### src/hw/rtl/assert_macros.svh
// ----------------------------------------------------------------------------
// assertion macros
// concurrent checks on the rising clock edge, with and without reset masking
// ----------------------------------------------------------------------------
`ifndef ASSERT_MACROS_SVH
`define ASSERT_MACROS_SVH

// check masked while reset is high
`define SPI_ASSERT(label, prop, msg) \
   label: assert property (@(posedge clock) disable iff (reset) prop) else $error(msg);

// check that also holds across reset
`define SPI_ASSERT_ALWAYS(label, prop, msg) \
   label: assert property (@(posedge clock) prop) else $error(msg);

`endif

### src/hw/rtl/spi_pkg.sv
// ----------------------------------------------------------------------------
// speed pi package
// shared widths, register indexes, reset values and control types
// ----------------------------------------------------------------------------
package spi_pkg;

   localparam int CNT_W      = 16;
   localparam int SUM_W      = 17;
   localparam int TILT_W     = 16;
   localparam int MOVE_W     = 23;
   localparam int FS_W       = 25;
   localparam int DI_W       = 24;
   localparam int GAIN_W     = 16;
   localparam int LIMIT_W    = 15;
   localparam int WEIGHT_W   = 9;
   localparam int OPA_W      = 25;
   localparam int OPB_W      = 17;
   localparam int PROD_W     = OPA_W + OPB_W;
   localparam int CSR_IDX_W  = 3;
   localparam int CSR_DATA_W = 16;

   localparam logic [CSR_IDX_W-1:0] CSR_SPEED_GAIN        = 3'd0;
   localparam logic [CSR_IDX_W-1:0] CSR_INTEGRAL_GAIN     = 3'd1;
   localparam logic [CSR_IDX_W-1:0] CSR_INTEGRAL_LIMIT    = 3'd2;
   localparam logic [CSR_IDX_W-1:0] CSR_TILT_LIMIT        = 3'd3;
   localparam logic [CSR_IDX_W-1:0] CSR_NEW_SAMPLE_WEIGHT = 3'd4;

   localparam logic [GAIN_W-1:0]   SPEED_GAIN_RST        = 16'd21760;
   localparam logic [GAIN_W-1:0]   INTEGRAL_GAIN_RST     = 16'd64;
   localparam logic [LIMIT_W-1:0]  INTEGRAL_LIMIT_RST    = 15'd10000;
   localparam logic [LIMIT_W-1:0]  TILT_LIMIT_RST        = 15'd7680;
   localparam logic [WEIGHT_W-1:0] NEW_SAMPLE_WEIGHT_RST = 9'd51;

   localparam logic [WEIGHT_W-1:0] WEIGHT_FULL = 9'd256;
   localparam logic [DI_W-1:0]     DI_MAX      = 24'h7FFFFF;
   localparam logic [FS_W-1:0]     FS_MAX      = 25'h0FFFFFF;
   localparam logic [FS_W-1:0]     FS_MIN      = 25'h1000000;

   typedef enum logic [9:0] {
      S_IDLE  = 10'b0000000001,
      S_MUL_A = 10'b0000000010,
      S_MUL_B = 10'b0000000100,
      S_ACC_B = 10'b0000001000,
      S_FILT  = 10'b0000010000,
      S_INTEG = 10'b0000100000,
      S_MUL_C = 10'b0001000000,
      S_MUL_D = 10'b0010000000,
      S_ACC_D = 10'b0100000000,
      S_DRIVE = 10'b1000000000
   } state_type;

   typedef enum logic [1:0] {
      ACC_HOLD,
      ACC_LOAD,
      ACC_ADD,
      ACC_ADD_SH
   } acc_op_type;

   typedef struct packed {
      logic       mul_en;
      acc_op_type acc_op;
   } mac_ctrl_type;

endpackage

### src/hw/rtl/speed_pi_with_lowpass_and_clamp.sv
// ----------------------------------------------------------------------------
// speed pi controller with low-pass and integral clamp
// One control tick per transfer: the wheel counts are summed and low-pass
// filtered, the filtered speed is integrated against the movement setpoint
// under a symmetric clamp, and the drive is formed as a PI sum, rounded and
// saturated to 25 bits; an excessive tilt raises motor_off and clears the
// integral. All four products go through one registered 25x17 multiplier
// and accumulator under a ten-state sequencer, so the block takes no new
// transfer until the sequence is back in idle; a stalled result holds the
// final step until it is taken.
// ----------------------------------------------------------------------------
`include "assert_macros.svh"

module speed_pi_with_lowpass_and_clamp #(
   parameter int FRACTION_BITS = 8
) (
   input  logic                                   clock,
   input  logic                                   reset,
   input  logic                                   req_valid,
   output logic                                   req_ready,
   input  logic signed [spi_pkg::CNT_W-1:0]       req_left_count,
   input  logic signed [spi_pkg::CNT_W-1:0]       req_right_count,
   input  logic signed [spi_pkg::TILT_W-1:0]      req_tilt_angle,
   input  logic signed [spi_pkg::MOVE_W-1:0]      req_movement,
   output logic                                   rsp_valid,
   input  logic                                   rsp_ready,
   output logic signed [spi_pkg::FS_W-1:0]        rsp_velocity_drive,
   output logic                                   rsp_motor_off,
   input  logic                                   csr_we,
   input  logic [spi_pkg::CSR_IDX_W-1:0]          csr_index,
   input  logic [spi_pkg::CSR_DATA_W-1:0]         csr_wdata
);

   localparam int ACC_W  = (FRACTION_BITS + 27 > 42) ? FRACTION_BITS + 27 : 42;
   localparam int LIMW   = (spi_pkg::LIMIT_W + FRACTION_BITS > spi_pkg::DI_W) ?
                           spi_pkg::LIMIT_W + FRACTION_BITS : spi_pkg::DI_W;
   localparam int INTW   = 27;
   localparam logic signed [ACC_W-1:0] FILT_HALF = ACC_W'(128);
   localparam logic signed [ACC_W-1:0] DRV_HALF  = ACC_W'(1) <<< (FRACTION_BITS + 7);

   // configuration
   logic [spi_pkg::GAIN_W-1:0]   speed_gain_ff, speed_gain_in;
   logic [spi_pkg::GAIN_W-1:0]   integral_gain_ff, integral_gain_in;
   logic [spi_pkg::LIMIT_W-1:0]  integral_limit_ff, integral_limit_in;
   logic [spi_pkg::LIMIT_W-1:0]  tilt_limit_ff, tilt_limit_in;
   logic [spi_pkg::WEIGHT_W-1:0] weight_ff, weight_in;

   // control and state
   spi_pkg::state_type                  state_ff, state_in;
   logic                                rsp_valid_ff, rsp_valid_in;
   logic signed [spi_pkg::FS_W-1:0]     fs_ff, fs_in;
   logic signed [spi_pkg::DI_W-1:0]     di_ff, di_in;

   // payload
   logic signed [spi_pkg::SUM_W-1:0]    sum_ff, sum_in;
   logic signed [spi_pkg::TILT_W-1:0]   tilt_ff, tilt_in;
   logic signed [spi_pkg::MOVE_W-1:0]   move_ff, move_in;
   logic signed [spi_pkg::FS_W-1:0]     drive_ff, drive_in;
   logic                                off_ff, off_in;

   // datapath
   spi_pkg::mac_ctrl_type               mac_ctrl;
   logic signed [spi_pkg::OPA_W-1:0]    op_a;
   logic signed [spi_pkg::OPB_W-1:0]    op_b;
   logic signed [ACC_W-1:0]             acc;
   logic [spi_pkg::WEIGHT_W-1:0]        w_eff;
   logic [spi_pkg::WEIGHT_W-1:0]        w_inv;
   logic signed [ACC_W-1:0]             filt_q;
   logic                                filt_fits;
   logic signed [spi_pkg::FS_W-1:0]     filt_sat;
   logic signed [ACC_W-1:0]             drv_q;
   logic                                drv_fits;
   logic signed [spi_pkg::FS_W-1:0]     drv_sat;
   logic [LIMW-1:0]                     lim_wide;
   logic [spi_pkg::DI_W-1:0]            lim_cap;
   logic signed [INTW-1:0]              lim_pos;
   logic signed [INTW-1:0]              lim_neg;
   logic signed [INTW-1:0]              integ_sum;
   logic signed [INTW-1:0]              integ_clamp;
   logic [spi_pkg::TILT_W:0]            tilt_abs;
   logic                                tilt_off;
   logic                                req_fire;
   logic                                drive_go;

   assign req_fire = req_valid && req_ready;
   assign drive_go = !rsp_valid_ff || rsp_ready;

   // weights
   assign w_eff = (weight_ff > spi_pkg::WEIGHT_FULL) ? spi_pkg::WEIGHT_FULL : weight_ff;
   assign w_inv = spi_pkg::WEIGHT_FULL - w_eff;

   // operand selection and mac control
   always_comb begin
      op_a = fs_ff;
      op_b = spi_pkg::OPB_W'(signed'(speed_gain_ff));
      mac_ctrl.mul_en = 1'b0;
      mac_ctrl.acc_op = spi_pkg::ACC_HOLD;
      case (state_ff)
         spi_pkg::S_MUL_A: begin
            op_b = signed'({8'd0, w_inv});
            mac_ctrl.mul_en = 1'b1;
         end
         spi_pkg::S_MUL_B: begin
            op_a = spi_pkg::OPA_W'(sum_ff);
            op_b = signed'({8'd0, w_eff});
            mac_ctrl.mul_en = 1'b1;
            mac_ctrl.acc_op = spi_pkg::ACC_LOAD;
         end
         spi_pkg::S_ACC_B: begin
            mac_ctrl.acc_op = spi_pkg::ACC_ADD_SH;
         end
         spi_pkg::S_MUL_C: begin
            mac_ctrl.mul_en = 1'b1;
         end
         spi_pkg::S_MUL_D: begin
            op_a = spi_pkg::OPA_W'(di_ff);
            op_b = spi_pkg::OPB_W'(signed'(integral_gain_ff));
            mac_ctrl.mul_en = 1'b1;
            mac_ctrl.acc_op = spi_pkg::ACC_LOAD;
         end
         spi_pkg::S_ACC_D: begin
            mac_ctrl.acc_op = spi_pkg::ACC_ADD;
         end
         default: begin
            mac_ctrl.acc_op = spi_pkg::ACC_HOLD;
         end
      endcase
   end

   spi_mac #(
      .FRACTION_BITS (FRACTION_BITS),
      .ACC_W         (ACC_W)
   ) u_mac (
      .clock (clock),
      .ctrl  (mac_ctrl),
      .op_a  (op_a),
      .op_b  (op_b),
      .acc   (acc)
   );

   // rounding and saturation
   assign filt_q    = (acc + FILT_HALF) >>> 8;
   assign filt_fits = (&filt_q[ACC_W-1:spi_pkg::FS_W-1]) || !(|filt_q[ACC_W-1:spi_pkg::FS_W-1]);
   assign filt_sat  = filt_fits ? filt_q[spi_pkg::FS_W-1:0] :
                      (filt_q[ACC_W-1] ? spi_pkg::FS_MIN : spi_pkg::FS_MAX);

   assign drv_q     = (acc + DRV_HALF) >>> (FRACTION_BITS + 8);
   assign drv_fits  = (&drv_q[ACC_W-1:spi_pkg::FS_W-1]) || !(|drv_q[ACC_W-1:spi_pkg::FS_W-1]);
   assign drv_sat   = drv_fits ? drv_q[spi_pkg::FS_W-1:0] :
                      (drv_q[ACC_W-1] ? spi_pkg::FS_MIN : spi_pkg::FS_MAX);

   // integral clamp
   assign lim_wide  = LIMW'(integral_limit_ff) << FRACTION_BITS;
   assign lim_cap   = (lim_wide > LIMW'(spi_pkg::DI_MAX)) ? spi_pkg::DI_MAX :
                      lim_wide[spi_pkg::DI_W-1:0];
   assign lim_pos   = signed'({3'd0, lim_cap});
   assign lim_neg   = -lim_pos;
   assign integ_sum = INTW'(di_ff) + INTW'(fs_ff) - INTW'(move_ff);
   assign integ_clamp = (integ_sum > lim_pos) ? lim_pos :
                        ((integ_sum < lim_neg) ? lim_neg : integ_sum);

   // tilt check
   assign tilt_abs = tilt_ff[spi_pkg::TILT_W-1] ? 17'(-(17'(tilt_ff))) : 17'(tilt_ff);
   assign tilt_off = tilt_abs > {2'd0, tilt_limit_ff};

   // configuration writes
   always_comb begin
      speed_gain_in     = speed_gain_ff;
      integral_gain_in  = integral_gain_ff;
      integral_limit_in = integral_limit_ff;
      tilt_limit_in     = tilt_limit_ff;
      weight_in         = weight_ff;
      if (csr_we) begin
         case (csr_index)
            spi_pkg::CSR_SPEED_GAIN:        speed_gain_in     = csr_wdata;
            spi_pkg::CSR_INTEGRAL_GAIN:     integral_gain_in  = csr_wdata;
            spi_pkg::CSR_INTEGRAL_LIMIT:    integral_limit_in = csr_wdata[spi_pkg::LIMIT_W-1:0];
            spi_pkg::CSR_TILT_LIMIT:        tilt_limit_in     = csr_wdata[spi_pkg::LIMIT_W-1:0];
            spi_pkg::CSR_NEW_SAMPLE_WEIGHT: weight_in         = csr_wdata[spi_pkg::WEIGHT_W-1:0];
            default:                        weight_in         = weight_ff;
         endcase
      end
   end

   // sequencer
   always_comb begin
      state_in     = state_ff;
      fs_in        = fs_ff;
      di_in        = di_ff;
      sum_in       = sum_ff;
      tilt_in      = tilt_ff;
      move_in      = move_ff;
      drive_in     = drive_ff;
      off_in       = off_ff;
      rsp_valid_in = rsp_valid_ff && !rsp_ready;
      case (state_ff)
         spi_pkg::S_IDLE: begin
            if (req_fire) begin
               sum_in   = spi_pkg::SUM_W'(req_left_count) + spi_pkg::SUM_W'(req_right_count);
               tilt_in  = req_tilt_angle;
               move_in  = req_movement;
               state_in = spi_pkg::S_MUL_A;
            end
         end
         spi_pkg::S_MUL_A: state_in = spi_pkg::S_MUL_B;
         spi_pkg::S_MUL_B: state_in = spi_pkg::S_ACC_B;
         spi_pkg::S_ACC_B: state_in = spi_pkg::S_FILT;
         spi_pkg::S_FILT: begin
            fs_in    = filt_sat;
            state_in = spi_pkg::S_INTEG;
         end
         spi_pkg::S_INTEG: begin
            di_in    = integ_clamp[spi_pkg::DI_W-1:0];
            state_in = spi_pkg::S_MUL_C;
         end
         spi_pkg::S_MUL_C: state_in = spi_pkg::S_MUL_D;
         spi_pkg::S_MUL_D: state_in = spi_pkg::S_ACC_D;
         spi_pkg::S_ACC_D: state_in = spi_pkg::S_DRIVE;
         spi_pkg::S_DRIVE: begin
            if (drive_go) begin
               drive_in     = drv_sat;
               off_in       = tilt_off;
               rsp_valid_in = 1'b1;
               if (tilt_off) begin
                  di_in = '0;
               end
               state_in = spi_pkg::S_IDLE;
            end
         end
         default: state_in = spi_pkg::S_IDLE;
      endcase
   end

   always_ff @(posedge clock) begin
      if (reset) begin
         speed_gain_ff     <= spi_pkg::SPEED_GAIN_RST;
         integral_gain_ff  <= spi_pkg::INTEGRAL_GAIN_RST;
         integral_limit_ff <= spi_pkg::INTEGRAL_LIMIT_RST;
         tilt_limit_ff     <= spi_pkg::TILT_LIMIT_RST;
         weight_ff         <= spi_pkg::NEW_SAMPLE_WEIGHT_RST;
         state_ff          <= spi_pkg::S_IDLE;
         rsp_valid_ff      <= 1'b0;
         fs_ff             <= '0;
         di_ff             <= '0;
      end else begin
         speed_gain_ff     <= speed_gain_in;
         integral_gain_ff  <= integral_gain_in;
         integral_limit_ff <= integral_limit_in;
         tilt_limit_ff     <= tilt_limit_in;
         weight_ff         <= weight_in;
         state_ff          <= state_in;
         rsp_valid_ff      <= rsp_valid_in;
         fs_ff             <= fs_in;
         di_ff             <= di_in;
      end
   end

   always_ff @(posedge clock) begin
      sum_ff   <= sum_in;
      tilt_ff  <= tilt_in;
      move_ff  <= move_in;
      drive_ff <= drive_in;
      off_ff   <= off_in;
   end

   assign req_ready          = (state_ff == spi_pkg::S_IDLE);
   assign rsp_valid          = rsp_valid_ff;
   assign rsp_velocity_drive = drive_ff;
   assign rsp_motor_off      = off_ff;

   // checks
   `SPI_ASSERT_ALWAYS(a_reset_idle, reset |=> (state_ff == spi_pkg::S_IDLE) && !rsp_valid_ff, "reset did not return to idle")
   `SPI_ASSERT(a_accept_starts, req_fire |=> state_ff == spi_pkg::S_MUL_A, "transfer did not start the sequence")
   `SPI_ASSERT(a_drive_stall, (state_ff == spi_pkg::S_DRIVE) && !drive_go |=> state_ff == spi_pkg::S_DRIVE, "final step left while result pending")
   `SPI_ASSERT(a_off_clears, (state_ff == spi_pkg::S_DRIVE) && drive_go && tilt_off |=> di_ff == '0, "integral not cleared on motor off")

endmodule

### src/hw/rtl/spi_mac.sv
// ----------------------------------------------------------------------------
// speed pi multiply-accumulate unit
// one registered signed multiplier feeding an accumulator with optional
// fraction alignment shift
// ----------------------------------------------------------------------------
module spi_mac #(
   parameter int FRACTION_BITS = 8,
   parameter int ACC_W         = 42
) (
   input  logic                              clock,
   input  spi_pkg::mac_ctrl_type             ctrl,
   input  logic signed [spi_pkg::OPA_W-1:0]  op_a,
   input  logic signed [spi_pkg::OPB_W-1:0]  op_b,
   output logic signed [ACC_W-1:0]           acc
);

   logic signed [spi_pkg::PROD_W-1:0] a_ext;
   logic signed [spi_pkg::PROD_W-1:0] b_ext;
   logic signed [spi_pkg::PROD_W-1:0] prod_ff;
   logic signed [spi_pkg::PROD_W-1:0] prod_in;
   logic signed [ACC_W-1:0]           prod_acc;
   logic signed [ACC_W-1:0]           acc_ff;
   logic signed [ACC_W-1:0]           acc_in;

   assign a_ext    = spi_pkg::PROD_W'(op_a);
   assign b_ext    = spi_pkg::PROD_W'(op_b);
   assign prod_acc = ACC_W'(prod_ff);

   always_comb begin
      prod_in = ctrl.mul_en ? a_ext * b_ext : prod_ff;
      case (ctrl.acc_op)
         spi_pkg::ACC_LOAD:   acc_in = prod_acc;
         spi_pkg::ACC_ADD:    acc_in = acc_ff + prod_acc;
         spi_pkg::ACC_ADD_SH: acc_in = acc_ff + (prod_acc <<< FRACTION_BITS);
         default:             acc_in = acc_ff;
      endcase
   end

   always_ff @(posedge clock) begin
      prod_ff <= prod_in;
      acc_ff  <= acc_in;
   end

   assign acc = acc_ff;

endmodule
### config.mk
export PLATFORM = sky130hd
export DESIGN_NAME = speed_pi_with_lowpass_and_clamp
export DESIGN_NICKNAME = d
export VERILOG_FILES = /design/src/hw/rtl/spi_pkg.sv /design/src/hw/rtl/speed_pi_with_lowpass_and_clamp.sv /design/src/hw/rtl/spi_mac.sv
export VERILOG_INCLUDE_DIRS = /design/src /design/src/hw/rtl
export SDC_FILE = /design/constraint.sdc
export NUM_CORES = 2
export LEC_CHECK = 0
export BUFFER_PORTS_ARGS = -buffer_cell sky130_fd_sc_hd__buf_2
export CAP_MARGIN = 25
export CORE_MARGIN = 3
export CORE_UTILIZATION = 58
export DETAILED_ROUTE_END_ITERATION = 8
export PLACE_DENSITY_LB_ADDON = 0.2
export SETUP_SLACK_MARGIN = 0.05
export SLEW_MARGIN = 20
export SYNTH_ARGS = -nofsm -noshare
export SYNTH_HDL_FRONTEND = slang
export SYNTH_SLANG_ARGS = --single-unit
### constraint.sdc
create_clock -name clock -period 7.5 [get_ports clock]
set_input_delay 0.375 -clock clock [delete_from_list [all_inputs] [get_ports clock]]
set_output_delay 0.375 -clock clock [all_outputs]
set_load 0.01 [all_outputs]
==> Word level (Yosys, flattened, before mapping) <==
Cells that the tools add are included.
Widths: inputs -> output; s select.
{ "word_totals": {"in_bits": 95, "wordCells": 101, "out_inout_bits": 28, "ff_bits": 297} }
{ "classes": {"mux": 22, "n_mul": 1, "n_lt_le_gt_ge": 5, "eq_ne": 20, "n_addsub": 10, "reduce_logical": 27} }
{ "ops": {"columns": ["cell", "count"], "rows": [
  ["$pmux 42 s3", 1],
  ["$mux 25", 4],
  ["$pmux 10 s10", 1],
  ["$mux 24", 4],
  ["$add 42x42->42", 2],
  ["$pmux 17 s3", 1],
  ["$pmux 25 s2", 1],
  ["$pmux 24 s2", 1],
  ["$add 42x17->42 const B", 1],
  ["$add 42x9->42 const B", 1],
  ["$mul 25x17->42", 1],
  ["$gt 27x24->1", 1],
  ["$lt 27x27->1", 1],
  ["$neg 23->27", 1],
  ["$sub 26x23->27", 1],
  ["$add 24x25->26", 1],
  ["$gt 23x23->1 const B", 1],
  ["$mux 23", 1],
  ["$mux 10", 2],
  ["$reduce_and 2->1", 9],
  ["$add 16x16->17", 1],
  ["$gt 17x15->1", 1],
  ["$mux 17", 1],
  ["$neg 16->17", 1],
  ["33 further kinds", 45]
]} }

==> Longest topological paths before layout <==
{ "depth": {"depth_word": 7, "ltp_mapped": 35} }

==> Modules after synthesis <==
Synthesis repeated with hierarchy kept, for this count alone.
{ "hier_totals": {"cells_unflattened": 4094, "hier_area_um2": 36259.8} }
{ "modules_own_cells": {"columns": ["mod", "area_each_um2", "seq_area_each_um2", "instances", "cells_each"], "rows": [
  ["spi_mac", 21752.1, 2522.4, 1, 2357],
  ["speed_pi_with_lowpass_and_clamp", 14507.7, 5084.9, 1, 1737]
]} }

==> Worst setup path before layout <==
No wires, ideal clock.
{ "synth_path": {"kind": "register to register", "from": "reg state_ff[3]", "to": "reg u_mac.prod_ff (netlist bit u_mac.prod_acc[38]) (data pin)", "stages_incl_launch_ff": 31, "path_slack_ns": -0.687, "t_required_ns": 7.240, "synth_period_minus_slack_ns": 8.187, "arrival_ns": 7.927, "cell_sequence": "dfxtp_1 nor3_1 and3b_1 nand2_1 nor3b_1 nor2_1 nand2_1 clkbuf_1 o21a_1 clkbuf_1 nand2_1 fa_1 fa_1 fa_1 inv_1 fa_1 fa_1 inv_1 fa_1 inv_1 ha_1 a21oi_1 o21ai_0 o41a_1 a21o_1 o2111ai_1 nand3_1 a41oi_1 o21ai_0 a31oi_1 xnor2_1"} }
{ "synth_between": {"elab_chain_len": 3, "word_cells_on_any_way": 6, "classes_between": "mul: 1; eq/ne: 3; mux: 2"} }
{ "synth_rtl": {"columns": ["item", "line_no", "rtl"], "rows": [
  ["start: declaration", "speed_pi_with_lowpass_and_clamp.sv:49", "spi_pkg::state_type state_ff, state_in;"],
  ["start signal: assignment", "speed_pi_with_lowpass_and_clamp.sv:241", "state_ff <= spi_pkg::S_IDLE;"],
  ["start signal: assignment", "speed_pi_with_lowpass_and_clamp.sv:251", "state_ff <= state_in;"],
  ["$eq 10x8->1 (tied with other cells)", "speed_pi_with_lowpass_and_clamp.sv:98", "case (state_ff)"],
  ["$pmux 17 s3 or $pmux 25 s2 (tied branches)", "speed_pi_with_lowpass_and_clamp.sv:98", null],
  ["$mul 25x17->42 *", "spi_mac.sv:30", "prod_in = ctrl.mul_en ? a_ext * b_ext : prod_ff;"],
  ["end signal: assignment", "spi_mac.sv:40", "prod_ff <= prod_in;"],
  ["end: declaration", "spi_mac.sv:19", "logic signed [spi_pkg::PROD_W-1:0] prod_ff;"]
]} }
Every way passes the cells marked *; elsewhere a longest branch is shown, timed or not.
A chain may end at the register's enable or synchronous reset.

==> Worst setup path after layout <==
{ "layout_path": {"from": "reg state_ff[3]", "to": "reg u_mac.prod_ff (netlist bit u_mac.prod_acc[39]) (data pin)"} }
Same word-level chain as after synthesis.

==> results.cfg <==
[pwr]
ir_drop_v = 0.000156
leakage_nw = 19.7
power_density_nw_per_um2 = 103
p_total_w = 0.00447

[yosys]
syn-cell-area_um2 = 36200
yosys.area.top_type = fa_1
synth-seq-area-share_pct = 21.0
synth-edff-count = 166
syn_avg_cell_area_um2 = 8.59
synthMostInstantiatedCell = inv_1
synth_ff_type = edfxtp_1
synth_cell_types = 87
synth_fp_nets = 5031
synthTopCellsByArea = fa_1 (25%), edfxtp_1 (14%), ha_1 (9.5%)
synth_cells = 4217
synthTopCellsByCount = inv_1 (761), nand2_1 (543), fa_1 (444)
yosys.area.top_type_share_pct = 24.5
async_flop_share_pct = 0
yosys_register_bits = 297
ys.warnings.count = 0

[worst_setup_path]
timing_worst_setup_path_type = flip-flop to flip-flop
r2r-end = u_mac.prod_acc[39]
reg2reg_from = state_ff[3]
cp_slowest_cell = fa_1
reg2reg_depth = 34
cp_slowest_stage_delay_ns = 0.56
cp-start-kind = flip-flop
crit_top_cell = fa_1
rrSetupSlack_ns = -0.23
crit_arrival_ns = 8.04
worst_ep_required_time_ns = 7.81
cp-end-kind = flip-flop
crit_path_max_fanout = 9

[timing]
fin_crit_ns = 7.73
skew_ns = 0.0257
slew_violations = 0
setup_viol = 11
fin_setup_tns_ns = -1.11
setup_ws_ns = -0.229
fin_crit_sh_pct = 103
worst_pin_slew_ns = 1.03
fmax_mhz = 129
finalHoldViolations = 0
rsz0062_at_grt = true
max_slew_margin_pct = 31.7

[clocking]
cts_root_buf = clkbuf_16
cts_max_level = 2
cts_tree = yes
clock-sinks = 297
cts_buffer_depth = 3
clk_pin_slew_ns = 0.07
clock_latency_ns = 0.57
cts_buffers = 38

[layout]
diodes = 0
drive_above_1_share_pct = 17.8
nets = 5453
area_growth_syn_to_layout_pct = 19.8
final_cells = 5496

[min_path]
min_to = move_ff[10]
hold_path_class = input pin to flip-flop
hp-start = req_movement[10]
whs_path_depth = 1

[global_route]
grt_usage_pct = 33.9
antenna_found_initial = 0
grt_pass1_vias = 32000
grt_max_degree = 86
overflow = 0
grt_pass1_wl_um = 175000

[floorplanning]
dieArea_um2 = 65500
core_um2 = 61000
start_util_pct = 59.3
chipHeight_um = 256
io_pins = 123
die_x_um = 256
rows = 90

[routing]
top_layer = met4
vias_per_cell = 5.77
dr.pass1.iters = 6
drc_errors = 0
ant_nets = 0
vias = 31700
wl_um = 112000
wl_met2_um = 50800
wl_per_cell_um = 20.3
wl_met3_um = 11400
drt-initial-drc-count = 2890
wl_met1_um = 44000

[run]
cap_violations = 0

[placed_design]
pre_cts_slack_ns = -0.434
hpwlAfterDp_um = 88500
place.gp.congestion = 0.994
dpl.cell_count = 5325
io_buffers = 122

[outcome]
violations = negative setup slack
status = finished, violations left
-- state kept, by name (all words and copies together), names as in the netlist --
| name | flops |
|---|---|
| di_ff | 24 |
| fs_ff | 25 |
| integral_gain_ff | 16 |
| integral_limit_ff | 15 |
| move_ff | 23 |
| rsp_motor_off | 1 |
| rsp_valid | 1 |
| rsp_velocity_drive | 25 |
| speed_gain_ff | 16 |
| state_ff | 10 |
| sum_ff | 17 |
| tilt_ff | 16 |
| tilt_limit_ff | 15 |
| u_mac.acc | 42 |
| u_mac.prod_acc | 42 |
| weight_ff | 9 |
-- timing repair --
item,in CTS,in global routing
resized for setup,141,105
gates cloned,2,2
setup buffers,38,22
setup endpoints to repair,18,22
hold buffers,38,0
pin swaps,79,116
hold endpoints to repair,38,0
-- cells by family (layout without fill, tap and decap cells) --
group	count (synthesis)	count (layout)	share of synthesized area, %
simple gates	1323	1323	16.3
buf+inv	908	1358	9.49
compound gates	739	740	13.5
fa+ha+maj	719	719	34.1
flops	297	297	21.0
xor+xnor	218	218	5.27
mux	13	13	0.359
-- critical path, delay by kind of cell, from the launching register on --
family	cells	cell delay, ns
and+or+nand+nor	7	1.29
adders and majority gates	7	3.11
AOI/OAI and AO/OA	11	1.82
buffers and inverters	8	0.82
DFF	1	0.34
xor gates and xnor gates	1	0.08
-- layout make-up --
cell class / count / area (um2)
inverters: 761 / 2860
fillers: 4810 / 17600
well taps: 828 / 1040
repair buffers: 528 / 4330
clock buffers: 46 / 1030
clock inverters: 23 / 295
multi-input cells: 3013 / 26200
flip-flops and latches: 297 / 7620
-- cells in the final DEF (no fill, tap or decap), types with 58 or more instances in the layout --
cell type / instances
inv_1: 733
nand2_1: 529
fa_1: 425
nor2_1: 361
buf_4: 305
ha_1: 255
a21oi_1: 207
edfxtp_1: 166
xnor2_1: 157
o21ai_0: 130
buf_2: 122
dfxtp_1: 119
a21o_1: 79
nand3_1: 78
xor2_1: 58
-- routing by layer --
metal / vias up / track usage [%]
met4: 0 / 14.5
met2: 1507 / 54.5
met5: - / 0
met1: 15300 / 44.0
li1: 14600 / -
met3: 355 / 8.02
-- power breakdown --
part	total [W]	internal [W]	switching (W)
Sequential	0.00182	0.00177	0.0000517
Combinational	0.000693	0.000299	0.000394
Clock	0.00195	0.00117	0.000777
-- how the worst max path moves through the flow --
| stage | cells after the start | end | startpoint |
|---|---|---|---|
| 5_1_grt | 34 | u_mac.prod_acc[39] | state_ff[3] |
| 4_1_cts | 33 | u_mac.prod_acc[41] | state_ff[9] |
| 2_1_floorplan | 29 | u_mac.prod_acc[41] | state_ff[8] |
| 6_report | 34 | u_mac.prod_acc[39] | state_ff[3] |
| 3_5_place_dp | 29 | u_mac.prod_acc[41] | state_ff[8] |
| 3_3_place_gp | 29 | u_mac.prod_acc[41] | state_ff[8] |
-- metrics by stage --
step           area, um2  utilization (%)  hold WS (ns)
6_report           43400             71.1        0.0215
4_1_cts            42800             70.2       0.00272
5_1_grt            43400             71.1        0.0139
3_3_place_gp       40300             66.0         0.443
3_5_place_dp       40300             66.0         0.450
2_1_floorplan      36700                -         0.436
Power figures use the tool's default switching activity.
